--- src/sv/calendar_date_add_subtract_days_unit_assert.svh ---
// Assertion macros for the calendar date add/subtract unit.
// Each macro takes a label, the clock, the reset and the expressions.
`ifndef CALENDAR_DATE_ADD_SUBTRACT_DAYS_UNIT_ASSERT_SVH
`define CALENDAR_DATE_ADD_SUBTRACT_DAYS_UNIT_ASSERT_SVH
`ifndef ASSERT_OFF
`define ASSERT_IMPL(lbl, clk, rst, a, b) \
  lbl: assert property (@(posedge clk) disable iff (rst) (a) |-> (b)) \
    else $error("same-cycle check failed");
`define ASSERT_NEXT(lbl, clk, rst, a, b) \
  lbl: assert property (@(posedge clk) disable iff (rst) (a) |=> (b)) \
    else $error("next-cycle check failed");
`else
`define ASSERT_IMPL(lbl, clk, rst, a, b)
`define ASSERT_NEXT(lbl, clk, rst, a, b)
`endif
`endif

--- src/sv/cdas_pkg.sv ---
`timescale 1ns / 1ps
// ---------------------------------------------------------------------------
// cdas_pkg
// Shared types, codes and calendar helper functions for the date unit.
// ---------------------------------------------------------------------------
package cdas_pkg;

  localparam int unsigned DEFAULT_QUEUE_DEPTH = 2;
  localparam logic [14:0] YEAR_MAX = 15'h7FFF;
  localparam logic [3:0]  MONTHS   = 4'd12;

  typedef enum logic {
    CMD_ADD = 1'b0,
    CMD_SUB = 1'b1
  } cmd_t;

  typedef enum logic [1:0] {
    ST_OK       = 2'd0,
    ST_BAD_DATE = 2'd1,
    ST_RANGE    = 2'd2
  } status_t;

  // One classified beat waiting between the front and the walker.
  typedef struct packed {
    cmd_t        cmd;
    logic        bad;
    logic [4:0]  day;
    logic [3:0]  month;
    logic [14:0] year;
    logic [14:0] count;
  } cdas_item_t;

  typedef struct packed {
    logic empty;
    logic full;
  } cdas_qstat_t;

  typedef struct packed {
    logic busy;
    logic load;
    logic write;
  } cdas_wstat_t;

  // Gregorian leap test. Divisibility by 25 uses a reciprocal multiply:
  // floor(y * 5243 / 2^17) equals floor(y / 25) for every 15-bit year.
  function automatic logic is_leap(input logic [14:0] y);
    logic [31:0] prod;
    logic [14:0] q;
    logic [14:0] r;
    logic        leap;
    prod = 32'(y) * 32'd5243;
    q    = prod[31:17];
    r    = y - ((q << 4) + (q << 3) + q);
    if (y[1:0] != 2'd0) begin
      leap = 1'b0;
    end else if (r != 15'd0) begin
      leap = 1'b1;
    end else begin
      leap = (y[3:0] == 4'd0);
    end
    return leap;
  endfunction

  function automatic logic [4:0] month_len(input logic [3:0] m, input logic leap);
    logic [4:0] len;
    case (m)
      4'd2:                      len = leap ? 5'd29 : 5'd28;
      4'd4, 4'd6, 4'd9, 4'd11:   len = 5'd30;
      default:                   len = 5'd31;
    endcase
    return len;
  endfunction

endpackage

--- src/sv/cdas_front.sv ---
`timescale 1ns / 1ps
// ---------------------------------------------------------------------------
// cdas_front
// Accepts input beats, checks the starting date and writes a classified
// entry into the queue.
// ---------------------------------------------------------------------------
module cdas_front import cdas_pkg::*; (
  input  logic        push,
  output logic        full,
  input  logic        command,
  input  logic [4:0]  start_day,
  input  logic [3:0]  start_month,
  input  logic [14:0] start_year,
  input  logic [14:0] day_count,
  input  cdas_qstat_t qstat,
  output logic        q_wr,
  output cdas_item_t  q_item
);

  logic [4:0] mlen;
  logic       bad;

  assign mlen = month_len(start_month, is_leap(start_year));
  assign bad  = (start_month == 4'd0) || (start_month > MONTHS) ||
                (start_day == 5'd0) || (start_day > mlen);

  assign full = qstat.full;
  assign q_wr = push && !qstat.full;

  always_comb begin
    q_item.cmd   = cmd_t'(command);
    q_item.bad   = bad;
    q_item.day   = start_day;
    q_item.month = start_month;
    q_item.year  = start_year;
    q_item.count = day_count;
  end

endmodule

--- src/sv/cdas_queue.sv ---
`timescale 1ns / 1ps
// ---------------------------------------------------------------------------
// cdas_queue
// Short register queue that decouples the front from the walker.
// ---------------------------------------------------------------------------
module cdas_queue import cdas_pkg::*; #(
  parameter int unsigned DEPTH = DEFAULT_QUEUE_DEPTH
) (
  input  logic        clk,
  input  logic        rst,
  input  logic        wr,
  input  cdas_item_t  wr_item,
  input  logic        rd,
  output cdas_item_t  rd_item,
  output cdas_qstat_t qstat
);

  localparam int unsigned PW = (DEPTH > 1) ? $clog2(DEPTH) : 1;
  localparam int unsigned CW = $clog2(DEPTH + 1);

  cdas_item_t    slots [DEPTH];
  logic [PW-1:0] wptr;
  logic [PW-1:0] rptr;
  logic [CW-1:0] level;
  logic          do_wr;
  logic          do_rd;

  assign qstat.empty = (level == CW'(0));
  assign qstat.full  = (level == CW'(DEPTH));
  assign do_wr       = wr && !qstat.full;
  assign do_rd       = rd && !qstat.empty;
  assign rd_item     = slots[rptr];

  always_ff @(posedge clk) begin
    if (do_wr) begin
      slots[wptr] <= wr_item;
    end
  end

  always_ff @(posedge clk) begin
    if (rst) begin
      wptr  <= '0;
      rptr  <= '0;
      level <= '0;
    end else begin
      if (do_wr) begin
        wptr <= (wptr == PW'(DEPTH - 1)) ? '0 : wptr + PW'(1);
      end
      if (do_rd) begin
        rptr <= (rptr == PW'(DEPTH - 1)) ? '0 : rptr + PW'(1);
      end
      if (do_wr && !do_rd) begin
        level <= level + CW'(1);
      end else if (do_rd && !do_wr) begin
        level <= level - CW'(1);
      end
    end
  end

endmodule

--- src/sv/cdas_walk.sv ---
`timescale 1ns / 1ps
// ---------------------------------------------------------------------------
// cdas_walk
// Walks a date forward or backward one month border per cycle and holds
// the finished result in an output register until it is popped.
// ---------------------------------------------------------------------------
module cdas_walk import cdas_pkg::*; (
  input  logic        clk,
  input  logic        rst,
  input  logic        q_valid,
  input  cdas_item_t  q_item,
  output logic        q_take,
  output logic        out_valid,
  input  logic        out_pop,
  output logic [4:0]  out_day,
  output logic [3:0]  out_month,
  output logic [14:0] out_year,
  output status_t     out_status,
  output cdas_wstat_t wstat
);

  typedef enum logic [2:0] {
    S_IDLE = 3'b001,
    S_RUN  = 3'b010,
    S_DONE = 3'b100
  } state_t;

  state_t      state;
  cmd_t        cmd;
  logic [4:0]  day;
  logic [3:0]  month;
  logic [14:0] year;
  logic [14:0] count;
  status_t     st;

  logic [4:0]  day_next;
  logic [3:0]  month_next;
  logic [14:0] year_next;
  logic [14:0] count_next;
  logic        range_err;
  logic        leap;
  logic [4:0]  maxd;
  logic [15:0] sum;
  logic        wr_out;

  assign leap = is_leap(year);
  assign maxd = month_len(month, leap);
  assign sum  = 16'(day) + 16'(count);

  // One step: finish inside this month, or cross one month border.
  always_comb begin
    day_next   = day;
    month_next = month;
    year_next  = year;
    count_next = count;
    range_err  = 1'b0;
    if (cmd == CMD_ADD) begin
      if (sum <= 16'(maxd)) begin
        day_next   = sum[4:0];
        count_next = '0;
      end else begin
        count_next = count - 15'(maxd) + 15'(day) - 15'd1;
        day_next   = 5'd1;
        if (month == MONTHS) begin
          month_next = 4'd1;
          if (year == YEAR_MAX) begin
            range_err = 1'b1;
          end else begin
            year_next = year + 15'd1;
          end
        end else begin
          month_next = month + 4'd1;
        end
      end
    end else begin
      if (16'(day) > 16'(count)) begin
        day_next   = day - count[4:0];
        count_next = '0;
      end else begin
        count_next = count - 15'(day);
        if (month == 4'd1) begin
          // Stepping back over New Year lands in December.
          month_next = MONTHS;
          day_next   = month_len(MONTHS, 1'b0);
          if (year == 15'd0) begin
            range_err = 1'b1;
          end else begin
            year_next = year - 15'd1;
          end
        end else begin
          month_next = month - 4'd1;
          day_next   = month_len(month - 4'd1, leap);
        end
      end
    end
  end

  assign q_take = (state == S_IDLE) && q_valid;
  assign wr_out = (state == S_DONE) && (!out_valid || out_pop);

  assign wstat.busy  = (state != S_IDLE);
  assign wstat.load  = q_take;
  assign wstat.write = wr_out;

  always_ff @(posedge clk) begin
    if (rst) begin
      state     <= S_IDLE;
      out_valid <= 1'b0;
    end else begin
      if (wr_out) begin
        out_valid <= 1'b1;
      end else if (out_pop) begin
        out_valid <= 1'b0;
      end
      case (state)
        S_IDLE: begin
          if (q_valid) begin
            state <= q_item.bad ? S_DONE : S_RUN;
          end
        end
        S_RUN: begin
          if (count == 15'd0 || range_err) begin
            state <= S_DONE;
          end
        end
        S_DONE: begin
          if (wr_out) begin
            state <= S_IDLE;
          end
        end
        default: state <= S_IDLE;
      endcase
    end
  end

  always_ff @(posedge clk) begin
    if (q_take) begin
      cmd   <= q_item.cmd;
      day   <= q_item.day;
      month <= q_item.month;
      year  <= q_item.year;
      count <= q_item.count;
      st    <= q_item.bad ? ST_BAD_DATE : ST_OK;
    end else if (state == S_RUN && count != 15'd0) begin
      if (range_err) begin
        st <= ST_RANGE;
      end else begin
        day   <= day_next;
        month <= month_next;
        year  <= year_next;
        count <= count_next;
      end
    end
  end

  // Any error reports an all-zero date.
  always_ff @(posedge clk) begin
    if (wr_out) begin
      out_status <= st;
      out_day    <= (st == ST_OK) ? day : 5'd0;
      out_month  <= (st == ST_OK) ? month : 4'd0;
      out_year   <= (st == ST_OK) ? year : 15'd0;
    end
  end

endmodule

--- src/sv/calendar_date_add_subtract_days_unit.sv ---
`timescale 1ns / 1ps
// Flow: an accepted beat is written into the queue and loaded by the walker once it is idle;
// the walker then takes one walk step per month border crossed plus, where days remain, a
// last step inside the month, then passes its finish state and writes the output register.
// Invalid dates skip the walk. The walker loads a new item only when back in idle, and it
// waits in its finish state while an unpopped result holds the output register.
// Reset: synchronous, active high; empties the queue, idles the walker, clears valid.
// ---------------------------------------------------------------------------
// calendar_date_add_subtract_days_unit
// Adds a day count to a Gregorian date or subtracts it, with status.
// ---------------------------------------------------------------------------
`include "calendar_date_add_subtract_days_unit_assert.svh"
module calendar_date_add_subtract_days_unit import cdas_pkg::*; #(
  parameter int unsigned QUEUE_DEPTH = DEFAULT_QUEUE_DEPTH
) (
  input  logic        clk,
  input  logic        rst,
  input  logic        push,
  output logic        full,
  input  logic        command,
  input  logic [4:0]  start_day,
  input  logic [3:0]  start_month,
  input  logic [14:0] start_year,
  input  logic [14:0] day_count,
  output logic        empty,
  input  logic        pop,
  output logic [4:0]  result_day,
  output logic [3:0]  result_month,
  output logic [14:0] result_year,
  output logic [1:0]  status
);

  cdas_qstat_t qstat;
  cdas_wstat_t wstat;
  cdas_item_t  wr_item;
  cdas_item_t  rd_item;
  logic        q_wr;
  logic        q_take;
  logic        out_valid;
  status_t     out_status;
  logic        res_err;
  logic        res_ok;
  logic        res_zero;
  logic        res_date_ok;

  cdas_front u_front (
    .push        (push),
    .full        (full),
    .command     (command),
    .start_day   (start_day),
    .start_month (start_month),
    .start_year  (start_year),
    .day_count   (day_count),
    .qstat       (qstat),
    .q_wr        (q_wr),
    .q_item      (wr_item)
  );

  cdas_queue #(
    .DEPTH (QUEUE_DEPTH)
  ) u_queue (
    .clk     (clk),
    .rst     (rst),
    .wr      (q_wr),
    .wr_item (wr_item),
    .rd      (q_take),
    .rd_item (rd_item),
    .qstat   (qstat)
  );

  cdas_walk u_walk (
    .clk        (clk),
    .rst        (rst),
    .q_valid    (!qstat.empty),
    .q_item     (rd_item),
    .q_take     (q_take),
    .out_valid  (out_valid),
    .out_pop    (pop),
    .out_day    (result_day),
    .out_month  (result_month),
    .out_year   (result_year),
    .out_status (out_status),
    .wstat      (wstat)
  );

  assign empty  = !out_valid;
  assign status = out_status;

  assign res_err     = !empty && (status != ST_OK);
  assign res_ok      = !empty && (status == ST_OK);
  assign res_zero    = (result_day == 5'd0) && (result_month == 4'd0) &&
                       (result_year == 15'd0);
  assign res_date_ok = (result_month >= 4'd1) && (result_month <= MONTHS) &&
                       (result_day >= 5'd1);

  `ASSERT_IMPL(a_err_zero, clk, rst, res_err, res_zero)
  `ASSERT_IMPL(a_ok_date, clk, rst, res_ok, res_date_ok)
  `ASSERT_IMPL(a_take_nonempty, clk, rst, wstat.load, !qstat.empty)
  `ASSERT_IMPL(a_load_idle, clk, rst, wstat.load, !wstat.busy)
  `ASSERT_NEXT(a_pop_drain, clk, rst, pop && !empty && !wstat.write, empty)

endmodule
--- config.mk ---
export PLATFORM = sky130hd
export DESIGN_NAME = calendar_date_add_subtract_days_unit
export DESIGN_NICKNAME = d
export VERILOG_FILES = /design/src/sv/cdas_pkg.sv /design/src/sv/cdas_front.sv /design/src/sv/cdas_queue.sv /design/src/sv/cdas_walk.sv /design/src/sv/calendar_date_add_subtract_days_unit.sv
export VERILOG_INCLUDE_DIRS = /design/src /design/src/sv
export SDC_FILE = /design/constraint.sdc
export NUM_CORES = 1
export LEC_CHECK = 0
export BUFFER_PORTS_ARGS = -buffer_cell sky130_fd_sc_hd__buf_4
export CORE_MARGIN = 4
export CORE_UTILIZATION = 47
export DETAILED_ROUTE_END_ITERATION = 10
export GPL_TIMING_DRIVEN = 0
export SLEW_MARGIN = 20
export SYNTH_ARGS = -nofsm -noshare
export SYNTH_HDL_FRONTEND = slang
export SYNTH_HIERARCHICAL = 1
export SYNTH_SLANG_ARGS = --single-unit
--- constraint.sdc ---
create_clock -name clk -period 12.4 [get_ports clk]
set_input_delay 2.48 -clock clk [delete_from_list [all_inputs] [get_ports clk]]
set_output_delay 2.48 -clock clk [all_outputs]
set_load 0.005 [all_outputs]
After elaboration in Yosys (flattened, before gate mapping)

Memories as Yosys holds them, arrays and structs flattened. A register that Yosys moved wholly into a read port is not among the register bits.
Cells that the tools add are included.

Output and inout port bits: 28
Memory bits (read-only): 0
Logic and storage cells: 183
Memories: 1
Register bits after elaboration: 76
RAM bits: 82
Bits in latches: 0

Magnitude comparators: 4
Bitwise operators: 0
$add $sub $neg: 20
Equality and inequality tests: 31
Reduce and logical (&&, ||, !) cells: 44
Div/mod/pow operators: 0
Multiplexer cells: 66
Multiply operators: 2
Shift operators: 0

Memory list:

| memory        | depth | bits a word | read ports | clocked after Yosys merged registers in | wr ports | line             | text |
|---|---|---|---|---|---|---|---|
| u_queue.slots | 2     | 41          | 1          | 1                                       | 1        | cdas_queue.sv:21 | `cdas_item_t slots [DEPTH];` |

Operators by type and width:

| cell                   | count |
|---|---|
| $mux 15                | 16 |
| $mul 15x13->28 const B | 2 |
| $reduce_bool 15->1     | 3 |
| $mux 5                 | 7 |
| $mux 4                 | 8 |
| $add 15x11->15         | 2 |
| $add 15x14->15         | 2 |
| $logic_not 15->1       | 2 |
| $pmux 5 s2             | 3 |
| $sub 15x1->15 const B  | 2 |
| $sub 15x15->15         | 2 |
| $sub 15x5->15          | 2 |
| $eq 4x4->1 const B     | 7 |
| $eq 4x3->1 const B     | 6 |
| $mux 1                 | 22 |
| $add 5x15->16          | 1 |
| $le 16x5->1            | 1 |
| $add 15x1->15 const B  | 1 |
| $add 15x5->15          | 1 |
| $eq 15x15->1 const B   | 1 |
| $gt 5x15->1            | 1 |
| $eq 4x2->1 const B     | 3 |
| $logic_not 4->1        | 3 |
| $mux 3                 | 4 |
| other kinds (31)       | 65 |

Logic depth before layout (Yosys ltp)

Depth after elaboration: 17
Mapped depth: 44
Depth with buffers taken out: 44

Modules after synthesis

The synthesis kept the hierarchy.

By module, submodules not included:

| module                               | area an instance (um^2) | times used | cells each |
|---|---|---|---|
| cdas_walk                            | 10896.7                 | 1          | 1161 |
| cdas_front                           | 5368.9                  | 1          | 584 |
| cdas_queue                           | 3166.8                  | 1          | 153 |
| calendar_date_add_subtract_days_unit | 7.5                     | 1          | 2 |

Worst setup path after synthesis

Ideal clock, no wire load.

Path type: reg-to-reg
Start: register u_walk.year[9]
End: register u_walk.year[0] (enable)
Library setup time: 0.411 ns
Arrival time: 10.596 ns
Slack: 1.393 ns
Stages on the path, launching flop included: 41
Cell sequence: edfxtp_1 fa_1 ha_1 inv_1 fa_1 inv_1 fa_1 inv_1 fa_1 inv_1 ha_1 nand4_1 nor3_1 and4_1 o31a_1 nor2_1 o21bai_1 a21oi_1 [... 5 more ...] ha_1 o21ai_0 or2b_2 nor4bb_1 or3_1 a2111o_1 a2111oi_2 nand4b_1 o41ai_2 o211a_1 fa_1 a21oi_1 o211ai_1 o2111ai_1 nor4_1 a21oi_2 a21o_1 o31ai_1

Word-level cells in the longest chain between the ends: 14
Elaborated cells between the ends (all ways): 24

Ends and longest elaborated chain:

| item                           | line             | text |
|---|---|---|
| start, declared                | cdas_walk.sv:32  | `logic [14:0] year;` |
| start signal, assigned         | cdas_walk.sv:141 | `year <= q_item.year;` |
| start signal, assigned         | cdas_walk.sv:150 | `year <= year_next;` |
| $mul 15x13->28                 | cdas_pkg.sv:51   | `prod = 32'(y) * 32'd5243;` |
| $add 15x14->15                 | cdas_pkg.sv:53   | `r = y - ((q << 4) + (q << 3) + q);` |
| $add 15x11->15                 | cdas_pkg.sv:53   |  |
| $sub 15x15->15                 | cdas_pkg.sv:53   |  |
| $reduce_bool 15->1             | cdas_pkg.sv:56   | `end else if (r != 15'd0) begin` |
| $mux 1                         | cdas_pkg.sv:56   |  |
| $mux 1                         | cdas_pkg.sv:54   | `if (y[1:0] != 2'd0) begin` |
| $mux 1                         | cdas_pkg.sv:67   | `4'd2: len = leap ? 5'd29 : 5'd28;` |
| $pmux 5 s2                     | cdas_pkg.sv:66   | `case (m)` |
| $le 16x5->1                    | cdas_walk.sv:58  | `if (sum <= 16'(maxd)) begin` |
| $mux 1                         | cdas_walk.sv:58  |  |
| $mux 1                         | cdas_walk.sv:57  | `if (cmd == CMD_ADD) begin` |
| $ne 2x2->1 (no line)           | -                |  |
| $reduce_and 8->1 (no line) (*) | -                |  |

Every way passes the cells marked *; elsewhere a longest branch is shown, timed or not.
A chain may end at the register's enable or synchronous reset.

Worst setup path in the final report

Start: register u_walk.year[5]
End: register u_walk.year[6] (enable)

The elaborated chain is that of the path after synthesis.

==> summary.md <==
| Metric | Value |
|---|---|
| Worst hold path class | reg2reg |
| Worst-path clk slew | 80 ps |
| Layout net count | 2546 |
| Synth Instances | approximately 1900 |
| 1st-iter DRT viols | slightly below 900 |
| Crit path kind | reg2reg |
| Die Wd | 211 um |
| TritonCTS buffer count | 17 |
| Final Setup Violations | 0 |
| Post-DP Area | 20600 um2 |
| Fin area | between 20000 and 25000 um2 |
| FMAX | 85.7 MHz |
| Number of port buffers | 55 |
| Initial Util | 47.6% |
| Slew Limit Fails | 0 |
| Residual DRC | 0 |
| CTS tree | done |
| Final period utilization | 94.2% |
| ANT cells | 0 |
| Unrepaired setup endpoints after global routing | false |
| Die ar. | 44600 um2 |
| Detailed Routing Iterations Pass 1 | 5 |
| Area Overhead vs Synth | 10.1% |
| CP max-delay cell | edfxtp_1 |
| Die Y | 211 um |
| Synthesized area per cell | between 10 and 15 um2 |
| Clock sinks | 159 |
| Clk buf depth | 2 |
| Share of layout cells above drive strength 1 | 12.1% |
| Vias in the first global route | around 14000 |
| Core area | 40800 um2 |
| Largest net degree at the start of global routing | 29 |
| Final Skew | roughly 14 ps |
| CP Max Fanout | 14 |
| Hold Buf Count CTS | 0 |
| Initial antenna violation count | 1 |
| DP HPWL | 36.9 mm |
| GRT Total Usage | 20.6% |
| Worst-margin pin slew | a little under 800 ps |
| Vias | 13700 |
| CP Data Arrival Time | 11810 ps |
| Status | finished, final reports clean |
| Synth Warn # | 6 |
| Antenna-violating nets left | 0 |
| First-pass GRT wire length | about 73 mm |
| Clock root cell | clkbuf_16 |
| Crit-path most repeated cell | fa_1 |
| Nature of the critical path startpoint | register |
| Mapped Area | 19400 um2 |
| Final GP Congestion | 0.897 |
| H-Tree Depth | 4 |
| Worst slew margin | a little under half |
| Min cycle time layout | approximately 12000 ps |
| WL final | 45.4 mm |
| CP Capture Type | register |
| Syn nets | 2446 |
| CP max stage delay | 660 ps |
| WL per Instance | between 15 and 20 um |
| IO Pins | 72 |
| Vias per inst | roughly 5.4 |
| Gr ovfl total | 0 |
| # Max-Cap Violations | 0 |
| CP Data Required Time | 12530 ps |
| # rows | 74 |
| Fin. Hold Viols | 0 |
| Clk Latency, worst-skew pair | about 440 ps |
| Fillers | approximately 3700 |
## per-stage QoR
| stage | TNS [ps] | cells | setup slack, ps | hold WS (ps) | util, % |
|---|---|---|---|---|---|
| 6_report | 0 | 2542 | 725 | 494 | 52.4 |
| 5_1_grt | 0 | 2542 | 28.1 | 521 | 52.4 |
| 4_1_cts | 0 | 2519 | 27.5 | 492 | 51.8 |
| 3_5_place_dp | -4900 | 2487 | -247 | 483 | 50.4 |
| 3_3_place_gp | -20770 | 2484 | -1250 | 467 | 50.2 |
| 2_1_floorplan | 0 | 1897 | 1390 | 452 | - |
## cells in the final DEF, fill, tap and decap left out, types with 15 or more instances in the layout
cell type	instances
a21oi_1	85
a221oi_1	15
buf_4	121
clkbuf_16	17
edfxtp_1	150
fa_1	173
ha_1	332
inv_1	341
mux2_2	38
nand2_1	76
nand4_1	16
nor2_1	97
nor2b_1	16
nor3_1	49
o21ai_0	66
o21bai_1	18
xnor2_1	63
xor2_1	28
## final timing paths
| kind | startpoint | to | slack [ps] | cells after the start |
|---|---|---|---|---|
| worst min-delay path | u_queue/wptr | u_queue/wptr | 490 | 2 |
| worst max register to register | u_walk/year[5] | u_walk/year[6] | 720 | 41 |
| worst min register to register | u_queue/wptr | u_queue/wptr | 490 | 2 |
| worst max-delay path | u_walk/year[5] | u_walk/year[6] | 720 | 41 |
## worst max-delay path, delay by kind of cell (launching register included)
kind | cells | cell delay [ps]
buffers and inverters | 5 | 670
AND/OR/NAND/NOR | 7 | 1480
AO/OA/AOI/OAI | 17 | 4100
flip-flops | 1 | 660
XOR/XNOR | 2 | 600
adder cells (fa/ha/maj) | 10 | 3860
## registers in the layout, indices dropped and copies added, names as in the netlist, named ones only
signal / flops
u_walk/state: 3
u_walk/month: 4
u_queue/rptr: 1
u_queue/slots: 82
u_walk/year: 15
u_walk/cmd: 1
u_walk/count: 15
u_walk/out_status: 2
u_walk/out_month: 4
u_walk/out_year: 15
u_walk/st: 2
u_queue/wptr: 1
u_queue/level: 2
u_walk/out_day: 5
u_walk/day: 5
u_walk/out_valid: 1
## per-layer routing
metal | track usage [%] | vias up | share of wire (%)
li1 | - | 6680 | -
met1 | 30.0 | 6683 | 48
met2 | 33.0 | 281 | 46
met3 | 3.12 | 46 | 4.8
met4 | 4.16 | 0 | 1.3
met5 | 0 | - | 0
## area by class of cell
type	instances	area, um2	share of cell area (%)
Multi-Input combinational cell	1325	13000	61.0
Sequential cell	159	4680	21.9
Inverter	344	1290	6.04
Tap cell	532	666	3.11
Timing Repair Buffer	81	649	3.04
Buffer	69	450	2.11
Clock buffer	17	425	1.99
Clock inverter	15	171	0.802
## timing repair
item | in CTS | in global routing
resized for setup | 1 | 5
endpoints found under the setup margin | 20 | 61
setup buffers | 0 | 23
pin swaps | 0 | 1
Power is not shown: default switching activity piles up to over one toggle a cycle in this logic, so the estimate is an artifact.
